$ cat src/hw/rtl/ihd_div_cell.sv
// One quotient bit of a pipelined restoring divider.
module ihd_div_cell #(
    parameter int IN_WIDTH  = 32,
    parameter int QUO_W     = 33,
    parameter int SIDE_W    = 1,
    parameter bit FIRST_BIT = 1'b0
) (
    input  logic                clk,
    input  logic                rst_n,
    input  logic                en,
    input  logic                valid_in,
    input  logic [IN_WIDTH:0]   rem_in,
    input  logic [IN_WIDTH-1:0] den_in,
    input  logic [QUO_W-1:0]    quo_in,
    input  logic [SIDE_W-1:0]   side_in,
    output logic                valid_out,
    output logic [IN_WIDTH:0]   rem_out,
    output logic [IN_WIDTH-1:0] den_out,
    output logic [QUO_W-1:0]    quo_out,
    output logic [SIDE_W-1:0]   side_out
);
    logic                valid_reg;
    logic [IN_WIDTH:0]   rem_reg;
    logic [IN_WIDTH:0]   rem_next;
    logic [IN_WIDTH-1:0] den_reg;
    logic [QUO_W-1:0]    quo_reg;
    logic [SIDE_W-1:0]   side_reg;
    logic [IN_WIDTH:0]   partial;
    logic                fits;

    // dividend is a single one bit, at the top position
    always_comb
    begin
        partial  = {rem_in[IN_WIDTH-1:0], FIRST_BIT};
        fits     = (partial >= {1'b0, den_in});
        rem_next = fits ? (partial - {1'b0, den_in}) : partial;
    end

    always_ff @(posedge clk or negedge rst_n)
    begin
        if (!rst_n)
        begin
            valid_reg <= 1'b0;
        end
        else if (en)
        begin
            valid_reg <= valid_in;
        end
    end

    always_ff @(posedge clk)
    begin
        if (en)
        begin
            rem_reg  <= rem_next;
            den_reg  <= den_in;
            quo_reg  <= {quo_in[QUO_W-2:0], fits};
            side_reg <= side_in;
        end
    end

    assign valid_out = valid_reg;
    assign rem_out   = rem_reg;
    assign den_out   = den_reg;
    assign quo_out   = quo_reg;
    assign side_out  = side_reg;
endmodule

$ cat config.mk
export PLATFORM = sky130hd
export DESIGN_NAME = ihd_div_cell
export DESIGN_NICKNAME = d
export VERILOG_FILES = /design/src/hw/rtl/ihd_div_cell.sv
export SDC_FILE = /design/constraint.sdc
export NUM_CORES = 1
export LEC_CHECK = 0
export BUFFER_PORTS_ARGS = -buffer_cell sky130_fd_sc_hd__clkbuf_2
export CAP_MARGIN = 25
export CORE_MARGIN = 3
export CORE_UTILIZATION = 39
export DETAILED_ROUTE_END_ITERATION = 12
export PLACE_DENSITY = 0.66
export SYNTH_ARGS = -nofsm -noshare
export SYNTH_HDL_FRONTEND = slang
export SYNTH_SLANG_ARGS = --single-unit
$ cat constraint.sdc
create_clock -name clk -period 1 [get_ports clk]
set_clock_uncertainty 0.1 [all_clocks]
set_input_delay 0.2 -clock clk [delete_from_list [all_inputs] [get_ports clk]]
set_output_delay 0.2 -clock clk [all_outputs]
set_load 0.02 [all_outputs]
==> metrics <==
status complete, but fails checks; failing checks negative setup slack; router iterations before antenna repair 4; core area around 13,000 µm²; Psw 0.00432 W; Ports between 200 and 250; vias in the first global route 5,301; Synth Instances 458; share of power burned in registers 0.371; Tightest Hold Check Type in2reg; main flop type after synthesis edfxtp_1; flop-to-flop setup slack 0.10 ns; antenna viol nets, final 0; Most Frequent Cell on Critical Path buf_12; critical path class in2reg; Via Count 5,357; gr usage total 0.226; routed length per placed instance 18.4 µm; vias per cell 5.08; Starting Density 0.401; clk slew on worst S/H paths 0.08 ns; slowest stage delay, CP 0.36 ns; clk buf depth 2; Yosys cell types 50; mean cell area of the mapped netlist 11.6 µm²; Int Power between 0.01 and 0.015 W; CTS H-tree lvls 3; FMAX ~420 MHz; #FFs+latches synth 100; Mapped Area between 5000 and 6000 µm²; Setup crit end kind flop; fin. max-slew vios 0; min cycle time layout 2.36 ns; hold path endpoint den_out[28]; number of synthesized flops with an enable pin a little under 100; first-pass GRT wire length 26,500 µm; synth top area cells edfxtp_1 (56%), ha_1 (7.5%), a21oi_1 (5.2%), a21o_1 (3.4%), inv_1 (3.2%); final setup fails around 130; initial antenna violation count 1; die width between 100 and 150 µm; CP cell instances buf_6 -> inv_8 -> ha_4 -> nand2_4 -> or3_4 -> a31o_4 -> o21ai_4 -> a31oi_4 -> o21ai_4 -> buf_12 -> buf_12 -> buf_12 -> buf_16 -> nor2_2 -> a21oi_1; register area share after synthesis 0.562; CTS Buf Count 9; total grt overflow 0; HP Start den_in[28]; initial DRC count roughly 360; Crit-path slowest cell or3_4; crit path launch type input port; layout cells sized above 1 0.558; # DRC 0; clock latency on the worst-skew pair 0.35 ns; PortBufs 200; final instance area 10,100 µm²; worst slack at placement -1.85 ns; Worst Tran Pin Value 0.440 ns; Lkg Pwr 4.50 nW; Syn Nets 594; critical path arrival 2.45 ns; terminus of the critical flop-to-flop path valid_out; fin crit share 2.36; final core occ 0.762; site row count 42; clk sinks 100; buffer and inverter count on the worst path 6; nets@finish 1,008; Worst R2R Start valid_out; routed wire length 19,400 µm; RSZ-0062 raised after global routing yes; CTS root buf clkbuf_16; most frequent cells in the layout buf_4 (127), edfxtp_1 (99), buf_6 (88); Clk pwr share 0.273; Final Hold Fails 0; Die ar. between 15,000 and 20,000 µm²; chip height 123 µm; Synth-to-Final Area Change 90.0%; VDD IR max roughly 1200 µV; Req. time, crit path 1.10 ns; cell taking the most area after synthesis edfxtp_1; CP top delay family compound AO/OA/AOI/OAI gates; Worst Slack Setup Final -1.36 ns; Max Cap Violations 0; worst hold margin 0.0240 ns; worst reg2reg path depth 1; Logic pwr share 0.356; PwrDens ~1400 nW/µm²; largest net degree at the start of global routing 35; gpl congestion 0.832; Critical Path Stages 15; max_slew headroom 0.699; Post-DP Area 7800 µm²; CTS tree yes; crit path from den_in[8]; Synth top area share 0.557; hold depth 2; DP Wirelength 12,200 µm; Synthesis Warnings 0; Net Sw Frac 0.300; commonest non-fill, non-tap cell in the layout buf_4; Async SR Flop Fraction 0.0100; CP max FO 7
-- power by group through the flow --
stage | Sequential [W] | Clock [W] | Combinational (W)
after detailed placement | 0.00537 | 0 | 0.00376
after global routing | 0.00539 | 0.00416 | 0.00545
after CTS | 0.00528 | 0.00396 | 0.00438
final | 0.00535 | 0.00393 | 0.00514
after floorplan | 0.00594 | 0 | 0.00148
after global placement | 0.00535 | 0 | 0.00371
-- cells by family (layout without fill, tap and decap cells) --
kind of cell / Yosys count / in the layout / synth area share
other: 0 / 1 / 0
muxes: 11 / 11 / 0.0232
buffers and inverters: 54 / 473 / 0.0422
adders and majority gates: 33 / 33 / 0.0788
AOI/OAI and AO/OA: 142 / 142 / 0.168
and+or+nand+nor: 92 / 92 / 0.0833
DFF: 100 / 100 / 0.562
xor gates and xnor gates: 26 / 26 / 0.0427
-- worst max-delay path by stage --
stage / endpoint / slack (ns)
floorplan: rem_out[13] / -1.50
detailed placement: rem_out[31] / -1.85
global route: rem_out[15] / -1.40
global placement: rem_out[27] / -1.81
finish: rem_out[15] / -1.36
CTS: rem_out[14] / -1.37
-- timing repair --
| action | 4_1_cts | 5_1_grt |
|---|---|---|
| buffers inserted | 17 | 8 |
| cloned | 4 | 0 |
| endpoints found under the hold margin | 60 | 0 |
| hold buffers | 60 | 0 |
| gates resized for setup | 64 | 345 |
| pin swaps | 16 | 41 |
| setup endpoints to repair | 134 | 134 |
-- registers in the layout, summed over array words and instances, names as in the netlist --
register	flops
valid_out	1
den_out	32
side_out	1
quo_out	33
rem_out	33
-- Yosys cell counts (all sizes together), types with 4 or more instances --
cell type  instances
nor2              33
mux2              11
nand4              6
or3                4
a21oi             55
xnor2             15
and2               4
clkbuf             4
nand2b             6
edfxtp            99
a31o               5
xor2              11
a21o              24
and3               5
ha                32
inv               45
o21ai             25
nand2             21
a211oi             6
o211ai             4
buf                5
-- cell type report --
cell class	instances	area [µm²]
inverters	45	201
repair buffers	412	3570
clock inverters	6	97.6
flip-flops and latches	100	3000
multi-input cells	304	2820
diodes	1	2.50
well taps	176	220
fillers	786	3160
clock buffers	10	229
-- per-stage QoR --
step	total power [W]	setup TNS (ns)	instances
3_5_place_dp	0.00913	-59.92	949
4_1_cts	0.0136	-63.81	1046
3_3_place_gp	0.00906	-55.36	949
6_report	0.0144	-62.29	1054
5_1_grt	0.0150	-66.65	1054
2_1_floorplan	0.00742	-46.37	458
-- routing by layer --
layer,wire length (µm),global-route usage,up-vias
met4,446,0.0812,0
met5,0,0,-
li1,-,-,2538
met3,1250,0.0425,34
met2,10200,0.402,217
met1,7510,0.273,2568
Note: power is estimated with default switching activity, not from simulation.
