`src/hw/rtl/ihd_sqrt_cell.sv`:
```
// One bit of a pipelined restoring square root.
module ihd_sqrt_cell #(
    parameter int IN_WIDTH = 32,
    parameter int SIDE_W   = 1
) (
    input  logic                  clk,
    input  logic                  rst_n,
    input  logic                  en,
    input  logic                  valid_in,
    input  logic [IN_WIDTH+1:0]   rem_in,
    input  logic [IN_WIDTH-1:0]   root_in,
    input  logic [2*IN_WIDTH-1:0] rad_in,
    input  logic [SIDE_W-1:0]     side_in,
    output logic                  valid_out,
    output logic [IN_WIDTH+1:0]   rem_out,
    output logic [IN_WIDTH-1:0]   root_out,
    output logic [2*IN_WIDTH-1:0] rad_out,
    output logic [SIDE_W-1:0]     side_out
);
    logic                  valid_reg;
    logic [IN_WIDTH+1:0]   rem_reg;
    logic [IN_WIDTH+1:0]   rem_next;
    logic [IN_WIDTH-1:0]   root_reg;
    logic [2*IN_WIDTH-1:0] rad_reg;
    logic [SIDE_W-1:0]     side_reg;
    logic [IN_WIDTH+1:0]   partial;
    logic [IN_WIDTH+1:0]   trial;
    logic                  fits;

    always_comb
    begin
        partial  = {rem_in[IN_WIDTH-1:0], rad_in[2*IN_WIDTH-1 -: 2]};
        trial    = {root_in, 2'b01};
        fits     = (partial >= trial);
        rem_next = fits ? (partial - trial) : partial;
    end

    always_ff @(posedge clk or negedge rst_n)
    begin
        if (!rst_n)
        begin
            valid_reg <= 1'b0;
        end
        else if (en)
        begin
            valid_reg <= valid_in;
        end
    end

    always_ff @(posedge clk)
    begin
        if (en)
        begin
            rem_reg  <= rem_next;
            root_reg <= {root_in[IN_WIDTH-2:0], fits};
            rad_reg  <= {rad_in[2*IN_WIDTH-3:0], 2'b00};
            side_reg <= side_in;
        end
    end

    assign valid_out = valid_reg;
    assign rem_out   = rem_reg;
    assign root_out  = root_reg;
    assign rad_out   = rad_reg;
    assign side_out  = side_reg;
endmodule

```
`config.mk`:
```
export PLATFORM = sky130hd
export DESIGN_NAME = ihd_sqrt_cell
export DESIGN_NICKNAME = d
export VERILOG_FILES = /design/src/hw/rtl/ihd_sqrt_cell.sv
export SDC_FILE = /design/constraint.sdc
export NUM_CORES = 1
export LEC_CHECK = 0
export BUFFER_PORTS_ARGS = -buffer_cell sky130_fd_sc_hd__buf_4
export CAP_MARGIN = 10
export CORE_MARGIN = 3
export CORE_UTILIZATION = 45
export CTS_CLUSTER_SIZE = 10
export DETAILED_ROUTE_END_ITERATION = 7
export GPL_TIMING_DRIVEN = 0
export MAX_ROUTING_LAYER = met4
export PLACE_DENSITY = 0.8
export SLEW_MARGIN = 20
export SYNTH_ARGS = -nofsm -noshare
export SYNTH_HDL_FRONTEND = slang
export SYNTH_SLANG_ARGS = --single-unit
```
`constraint.sdc`:
```
create_clock -name clk -period 1.8 [get_ports clk]
set_input_delay 0.54 -clock clk [delete_from_list [all_inputs] [get_ports clk]]
set_output_delay 0.54 -clock clk [all_outputs]
set_load 0.005 [all_outputs]
```
==> metrics.txt <==
RR Endpoint=valid_out$_DFFE_PN0P_; min-delay worst type=in -> reg; Via density=around 5.3; CP max stage delay=0.57 ns; crit path time final=about 2.5 ns; unrepaired setup endpoints after global routing=yes; Worst-Skew Late Latency=approximately 0.4 ns; upper clock frequency limit=about 400 MHz; die area=around 16,000 um2; Yosys top cell area share=approximately 60%; H-tree depth=4; highest-delay cell along the critical path=a2111oi_0; Routed WL per cell=19.4 um; via count=approximately 5.4k; placed wire-length estimate=approximately 14 mm; P&R area growth vs syn=56.1%; Clk pin slew, worst setup/hold paths=~0.060 ns; Area contributors post-synth=edfxtp_1 (61%), ha_1 (6.7%), nand2_1 (3.1%), inv_1 (2.9%), a21oi_1 (2.8%); sequential area share after synthesis=roughly three fifths; Crit path depth=9; Ys Warns=0; HP Start=rad_in[42]; Post-synth EDFFs=129; CP required=between 1.5 and 2 ns; Synth Register Bits=130; Setup CP Type=in -> reg; failing checks=setup timing; final setup vio count=35; largest net degree at the start of global routing=80; post-route total power=9660 uW; final max-slew violation count=0; Worst Setup Slack, final=-0.700 ns; Leakage=~0.0043 uW; Pre-Repair DR Iteration Count=6; total track usage=around a quarter; Rel. slew slack=63.9%; Worst EP arrival=2.66 ns; R2R depth=1; Syn Area/Cell=about 12 um2; reg2reg start=valid_out$_DFFE_PN0P_; CTS max path bufs=2; Clock Skews=0 ns; Final TNS setup=-22.68 ns; DRC=0; worst path cell trace=buf_4 -> ha_1 -> a2111oi_0 -> nand3_1 -> a22oi_1 -> a21boi_2 -> buf_6 -> buf_8 -> o21ai_1; CP endpoint kind=register; Unique masters post-synth=a little over 60; R2R setup slack=between 1 and 1.5 ns; Buf+Inv Stages, Crit Path=3; cell taking the most area after synthesis=edfxtp_1; # port buffers=262; Remaining Overflow, GRT=0; Top delay family on crit path=compound AO/OA/AOI/OAI gates; endpoints failing hold=0; Routed Antenna Nets=0; status=finished with violations; hold depth=1; initial antenna violation count=0; CTS sink count=130; period utilisation layout=139%; Max Cap Viol=0; WHS Endpoint=rad_out[44]$_DFFE_PP_; vias in the first global route=approximately 5.5k; most common flop cell mapped by yosys=edfxtp_1; CTS Root Cell=clkbuf_16; Initial Util=a little under half; diode count=0; asr flop ratio synth=0.769%; Core ar.=about 14,000 um2; die extent in y=around 120 um; CTS Buf Count=17; top cell types by occurrence after synthesis=edfxtp_1 (129), nand2_1 (53), inv_1 (49), a21oi_1 (36), ha_1 (34); GPL Wtd Cong=~0.88; initial drt markers=365; Tightest Pin Transition=approximately 0.53 ns; fin area=9940 um2; crit path max fanout=10; Power Dens Cells=972 nW/um2; CTS tree=yes; layout cell share with drive strength beyond 1=48.2%; mapped cell area=between 6000 and 7000 um2; Layout Nets=990; VDD IR max=0.623 mV; Die W=125 um; most frequent cell after synthesis=edfxtp_1; Post-Syn Instances=517; global-route wire length before repair=just over 30 mm; IO Count=267; hold_ws=a little under 0.3 ns; final WL=roughly 20 mm; Worst Setup Start Kind=input port; Rows=42; DP Area=just under 9000 um2
[cell usage in the layout, fill, tap and decap left out, types with 13 or more instances in the layout]
master | synthesis | layout
a21oi_1 | 36 | 31
ha_4 | 0 | 13
nand2_1 | 53 | 47
xnor2_1 | 14 | 14
o21ai_1 | 16 | 18
buf_4 | 5 | 274
edfxtp_1 | 129 | 129
clkbuf_16 | 0 | 17
ha_1 | 34 | 19
o21ai_0 | 30 | 17
xor2_1 | 13 | 13
inv_1 | 49 | 41
nor2_1 | 21 | 20
[per-layer routing]
| metal | routed length (um) | share of wire [%] | global-route usage (%) | vias to the layer above |
|---|---|---|---|---|
| met2 | 10500 | 53 | 44.8 | 229 |
| met1 | 7400 | 38 | 28.1 | 2568 |
| met3 | 1260 | 6.5 | 6.26 | 35 |
| met5 | 0 | 0 | - | - |
| li1 | - | - | - | 2528 |
| met4 | 453 | 2.3 | 7.97 | 0 |
[final cells by class]
| type | count | area, um2 |
|---|---|---|
| sequential | 130 | 3900 |
| fill | 926 | 3620 |
| multi-input combinational | 324 | 2580 |
| timing repair buffer | 286 | 2250 |
| clock buffer | 18 | 429 |
| inverter | 49 | 221 |
| tap | 176 | 220 |
| clock inverter | 14 | 204 |
| buffer | 13 | 134 |
[power breakdown]
part | leakage, uW | switching [uW] | total [uW] | internal [uW]
Sequential | 0.00127 | 93.2 | 3780 | 3680
Clock | 0.000299 | 1370 | 3710 | 2340
Combinational | 0.00270 | 1050 | 2170 | 1120
Total | 0.00427 | 2510 | 9660 | 7150
[what timing repair did]
action | 4_1_cts | 5_1_grt
gates cloned | 2 | 0
hold buffers | 1 | 0
setup endpoints to repair | 35 | 35
hold endpoints to repair | 1 | 0
buffers inserted | 18 | 2
gates resized for setup | 54 | 15
pin swaps | 25 | 5
[registers in the layout (all words and copies together), names as in the netlist]
name / count
valid_out: 1
side_out: 1
root_out: 32
rem_out: 34
rad_out: 62
[logic make-up (layout without fill, tap and decap cells)]
family | after synthesis | in the layout | synth area share (%)
flip-flops | 130 | 130 | 61.3
multiplexers | 1 | 1 | 0.177
AO/OA/AOI/OAI | 144 | 144 | 14.9
adder cells (fa/ha/maj) | 34 | 34 | 6.69
buffers and inverters | 64 | 380 | 4.44
XOR/XNOR | 27 | 27 | 3.72
other | 1 | 2 | 0.0589
AND/OR/NAND/NOR | 116 | 116 | 8.75
[worst max-delay path by stage]
stage,startpoint,end,slack (ns)
3_5_place_dp,rem_in[17],rem_out[8]$_DFFE_PP_,-1.28
5_1_grt,root_in[7],rem_out[22]$_DFFE_PP_,-0.79
2_1_floorplan,root_in[6],rem_out[33]$_DFFE_PP_,-0.81
3_3_place_gp,rem_in[17],rem_out[3]$_DFFE_PP_,-1.29
4_1_cts,root_in[9],rem_out[29]$_DFFE_PP_,-0.65
6_report,rem_in[29],rem_out[29]$_DFFE_PP_,-0.70
[metrics by stage]
stage | cells | util, % | worst slack [ns]
after floorplan | 518 | - | -0.811
after global placement | 956 | 64.8 | -1.29
after detailed placement | 957 | 65.1 | -1.28
after CTS | 1008 | 72.6 | -0.652
after global routing | 1010 | 73.3 | -0.793
final | 1010 | 73.3 | -0.700
Note: power is estimated with default switching activity, not from simulation.
