## src/hw/rtl/ihd_pkg.sv

```systemverilog
// Shared constants and codes for the inverse hyperbolic block.
package ihd_pkg;

    // Fraction bits of the log2 mantissa and of ln2.
    localparam int LG_FRAC = 30;
    localparam int LN2_FRAC = 24;
    localparam logic [LN2_FRAC-1:0] LN2_Q24 = 24'd11629080;

    typedef enum logic {
        CMD_ASINH = 1'b0,
        CMD_ACOSH = 1'b1
    } cmd_t;

    typedef enum logic [1:0] {
        ST_OK     = 2'd0,
        ST_DOMAIN = 2'd1,
        ST_SAT    = 2'd2
    } status_t;

endpackage

```

## src/hw/rtl/ihd_log_cell.sv

```systemverilog
// One fraction bit of log2 by mantissa squaring.
module ihd_log_cell #(
    parameter int SIDE_W = 1
) (
    input  logic                        clk,
    input  logic                        rst_n,
    input  logic                        en,
    input  logic                        valid_in,
    input  logic [ihd_pkg::LG_FRAC:0]   mant_in,
    input  logic [ihd_pkg::LG_FRAC-1:0] frac_in,
    input  logic [SIDE_W-1:0]           side_in,
    output logic                        valid_out,
    output logic [ihd_pkg::LG_FRAC:0]   mant_out,
    output logic [ihd_pkg::LG_FRAC-1:0] frac_out,
    output logic [SIDE_W-1:0]           side_out
);
    import ihd_pkg::*;

    logic                      valid_reg;
    logic [LG_FRAC:0]          mant_reg;
    logic [LG_FRAC:0]          mant_next;
    logic [LG_FRAC-1:0]        frac_reg;
    logic [SIDE_W-1:0]         side_reg;
    logic [2*LG_FRAC+1:0]      square;
    logic [LG_FRAC+1:0]        scaled;

    always_comb
    begin
        square    = (2*LG_FRAC+2)'(mant_in) * (2*LG_FRAC+2)'(mant_in);
        scaled    = square[2*LG_FRAC+1:LG_FRAC];
        mant_next = scaled[LG_FRAC+1] ? scaled[LG_FRAC+1:1] : scaled[LG_FRAC:0];
    end

    always_ff @(posedge clk or negedge rst_n)
    begin
        if (!rst_n)
        begin
            valid_reg <= 1'b0;
        end
        else if (en)
        begin
            valid_reg <= valid_in;
        end
    end

    always_ff @(posedge clk)
    begin
        if (en)
        begin
            mant_reg <= mant_next;
            frac_reg <= {frac_in[LG_FRAC-2:0], scaled[LG_FRAC+1]};
            side_reg <= side_in;
        end
    end

    assign valid_out = valid_reg;
    assign mant_out  = mant_reg;
    assign frac_out  = frac_reg;
    assign side_out  = side_reg;
endmodule

```

## config.mk

```make
export PLATFORM = sky130hd
export DESIGN_NAME = ihd_log_cell
export DESIGN_NICKNAME = d
export VERILOG_FILES = /design/src/hw/rtl/ihd_pkg.sv /design/src/hw/rtl/ihd_log_cell.sv
export SDC_FILE = /design/constraint.sdc
export NUM_CORES = 2
export LEC_CHECK = 0
export ABC_CLOCK_PERIOD_IN_PS = 1500
export BUFFER_PORTS_ARGS = -buffer_cell sky130_fd_sc_hd__buf_2
export CELL_PAD_IN_SITES_DETAIL_PLACEMENT = 0
export CELL_PAD_IN_SITES_GLOBAL_PLACEMENT = 1
export CORE_ASPECT_RATIO = 1.2
export CORE_MARGIN = 8
export CORE_UTILIZATION = 50
export DETAILED_ROUTE_END_ITERATION = 8
export PLACE_DENSITY_LB_ADDON = 0.1
export SLEW_MARGIN = 5
export SYNTH_ARGS = -nofsm -noshare
export SYNTH_HDL_FRONTEND = slang
export SYNTH_SLANG_ARGS = --single-unit
```

## constraint.sdc

```tcl
create_clock -name clk -period 1.5 [get_ports clk]
set_input_delay 0.3 -clock clk [delete_from_list [all_inputs] [get_ports clk]]
set_output_delay 0.3 -clock clk [all_outputs]
set_load 0.005 [all_outputs]
```

==> impl_metrics.csv <==
group,metric,value,unit
place,port_buffers,127,
die,io_pins,129,
cts,clkTransAtPathRegs,0.06,ns
finish,fillCellCount,5028,
sta,finalCritPeriodShare,499,%
cts,clock_latency,0.33,ns
place,placed_area,34900,um2
cts,cts_sinks,63,
sta,worstMarginPinSlew,0.497,ns
routing,postRouteAntennaNets,0,
setup_path,start_kind,"input port",
sta,fmax,0.133,GHz
logic_synthesis,ys_seq_area_share,6.45,%
sta,hold_viol_final,0,
die,core,58100,um2
finish,post-route-util,62.4,%
routing,drt-met1-wl,28600,um
routing,top_layer_used,"met4",
die,rows,97,
die,initial_core_util,50.3,%
die,die_h,281,um
cts,clock_path_buffers,2,
routing,vias,22029,
routing,wl_met2,48200,um
routing,drc_errors,0,
grt,grt_overflow,0,
finish,final_common_cell,"inv_1",
finish,layout.nets,4690,
sta,skew,0,ns
logic_synthesis,syn-cell-area,29300,um2
sta,slew_headroom,66.6,%
place,hpwl,74200,um
setup_path,worst_ep_arrival_time,7.56,ns
logic_synthesis,synth-edff-count,62,
finish,drive_gt1_share,24.9,%
sta,slew_viol_final,0,
logic_synthesis,synth_cell_type_count,59,
sta,setup_viol,32,
cts,cts_tree,"yes",
finish,layout_common_cells,"905 x inv_1, 709 x fa_1, 517 x buf_4",
sta,fin_ws,-5.99,ns
logic_synthesis,ys_warn_count,0,
place,globalplace.congestion,0.885,
logic_synthesis,syn_area_per_cell,9.70,um2
routing,vias_per_cell,5.06,
logic_synthesis,ys_async_sr_fraction,1.59,%
run,cap_violations,0,
hold_path,hold_path.class,"in -> reg",
sta,rsz0062_at_grt,"yes",
cts,htreeDepth,3,
finish,antennaDiodeCount,0,
routing,dr.pass1.iters,5,
setup_path,criticalPathCategory,"in -> reg",
cts,cts-root-buf,"clkbuf_16",
routing,wl_met3,1660,um
grt,grt_pass1_wl,134000,um
logic_synthesis,syn-num-nets,4099,
sta,post-route-min-period,7.49,ns
routing,wl_per_cell,19.2,um
grt,antenna_found_initial,1,
setup_path,required,1.57,ns
cts,numCtsBuffers,9,
routing,wl,83600,um
grt,grt_pass1_vias,25652,
finish,syn2layout_area_growth,23.9,%
sta,final.setup.tns,-190.30,ns
outcome,violations,"negative setup slack",
outcome,status,"complete, but fails checks",
logic_synthesis,synth_ff_type,"edfxtp_1",
finish,final_area,36300,um2
grt,grt_max_degree,51,
logic_synthesis,synth_seq_cells,63,
setup_path,worst_setup_path_end_kind,"register",
logic_synthesis,postSynthCellCount,3017,
grt,track_usage,25.9,%
routing,drt_iter0_markers,791,
die,fp.dieArea,66600,um2
die,dieWidth,237,um
setup_path,crit_fanout,6,
-- cell type report --
type	count	area (um2)	share of cell area (%)
clock buffer	13	250	0.690
clock inverter	3	20.0	0.0552
inverter	917	3440	9.50
multi-input combinational	1924	24200	66.8
sequential	63	1890	5.20
tap	742	928	2.56
timing repair buffer	693	5510	15.2
-- logic make-up (layout without fill, tap and decap cells) --
logic type / after synthesis / count (layout) / share of synthesized area [%]
AO/OA/AOI/OAI: 197 / 197 / 4.30
XOR/XNOR: 59 / 59 / 1.79
adder cells (fa/ha/maj): 1016 / 1016 / 62.6
buffers and inverters: 1030 / 1626 / 13.3
flip-flops: 63 / 63 / 6.45
multiplexers: 30 / 30 / 1.30
AND/OR/NAND/NOR: 622 / 622 / 10.3
-- state kept, by name, summed over array words and instances (netlist names) --
| name | count |
|---|---|
| side_out | 1 |
| valid_out | 1 |
| mant_out | 31 |
| frac_out | 30 |
-- worst max-delay path, stage by stage --
cell	delay, ns
buf_12	0.11
buf_12	0.12
and2_4	0.16
fa_2	0.58
fa_2	0.45
fa_1	0.49
inv_1	0.05
fa_1	0.50
inv_1	0.06
fa_1	0.48
inv_1	0.05
fa_1	0.50
inv_2	0.04
fa_2	0.53
fa_2	0.46
ha_4	0.18
a211o_1	0.31
a211oi_2	0.21
o21ai_1	0.09
a221o_1	0.45
a211oi_4	0.37
nor2_4	0.07
a31oi_4	0.23
xnor2_4	0.15
buf_6	0.16
clkbuf_16	0.15
mux2_4	0.29
-- Yosys cell counts, types with 6 or more instances --
master | instances | share of area, %
nand2_1 | 295 | 3.8
and3_1 | 8 | 0.17
a21o_1 | 20 | 0.51
mux2i_1 | 6 | 0.21
nor2b_1 | 7 | 0.15
a31o_2 | 8 | 0.24
o21ai_0 | 39 | 0.67
clkbuf_1 | 105 | 1.3
o21bai_1 | 9 | 0.23
nand4_1 | 15 | 0.32
inv_1 | 916 | 12
a31oi_1 | 6 | 0.13
mux2_4 | 13 | 0.67
a21oi_1 | 72 | 1.2
edfxtp_1 | 62 | 6.4
nor2_1 | 53 | 0.68
ha_1 | 269 | 11
fa_1 | 747 | 51
and2_1 | 195 | 4.2
mux2_2 | 9 | 0.35
nand3_1 | 17 | 0.29
xnor2_1 | 34 | 1.0
or2_2 | 7 | 0.15
a211oi_1 | 9 | 0.23
xor2_1 | 24 | 0.72
nor3_1 | 9 | 0.15
-- metal layers --
layer | vias up | track usage [%]
met5 | - | 0
met4 | 0 | 12.3
met3 | 202 | 1.66
met2 | 417 | 52.2
met1 | 11436 | 26.8
li1 | 9974 | -
-- metrics by stage --
stage	instances	hold slack (ns)	setup WS, ns
floorplan	3017	0.00441	-5.85
detailed placement	4311	0.0769	-6.68
finish	4355	0.145	-5.99
global placement	4311	0.0758	-6.66
CTS	4343	0.135	-6.03
global route	4355	0.133	-6.13
-- path summary, 6_finish.rpt --
check	slack [ns]	from	cells past startpoint	to
hold / removal	0.14	frac_in[24]	1	frac_out[25]
min in group asynchronous	0.28	rst_n	2	valid_out
max in group asynchronous	1.14	rst_n	2	valid_out
setup reg to reg	0.76	valid_out	1	valid_out
setup / recovery	-5.99	mant_in[12]	27	mant_out[8]
hold reg to reg	0.52	valid_out	1	valid_out
-- what timing repair did --
item | CTS | global route
setup endpoints to repair | 32 | 32
endpoints found under the hold margin | 1 | 0
gates cloned | 4 | 1
gates resized for setup | 126 | 102
setup buffers | 13 | 11
pin swaps | 53 | 72
hold buffers | 1 | 0
Power is not shown: default switching activity piles up to over one toggle a cycle in this logic, so the estimate is an artifact.
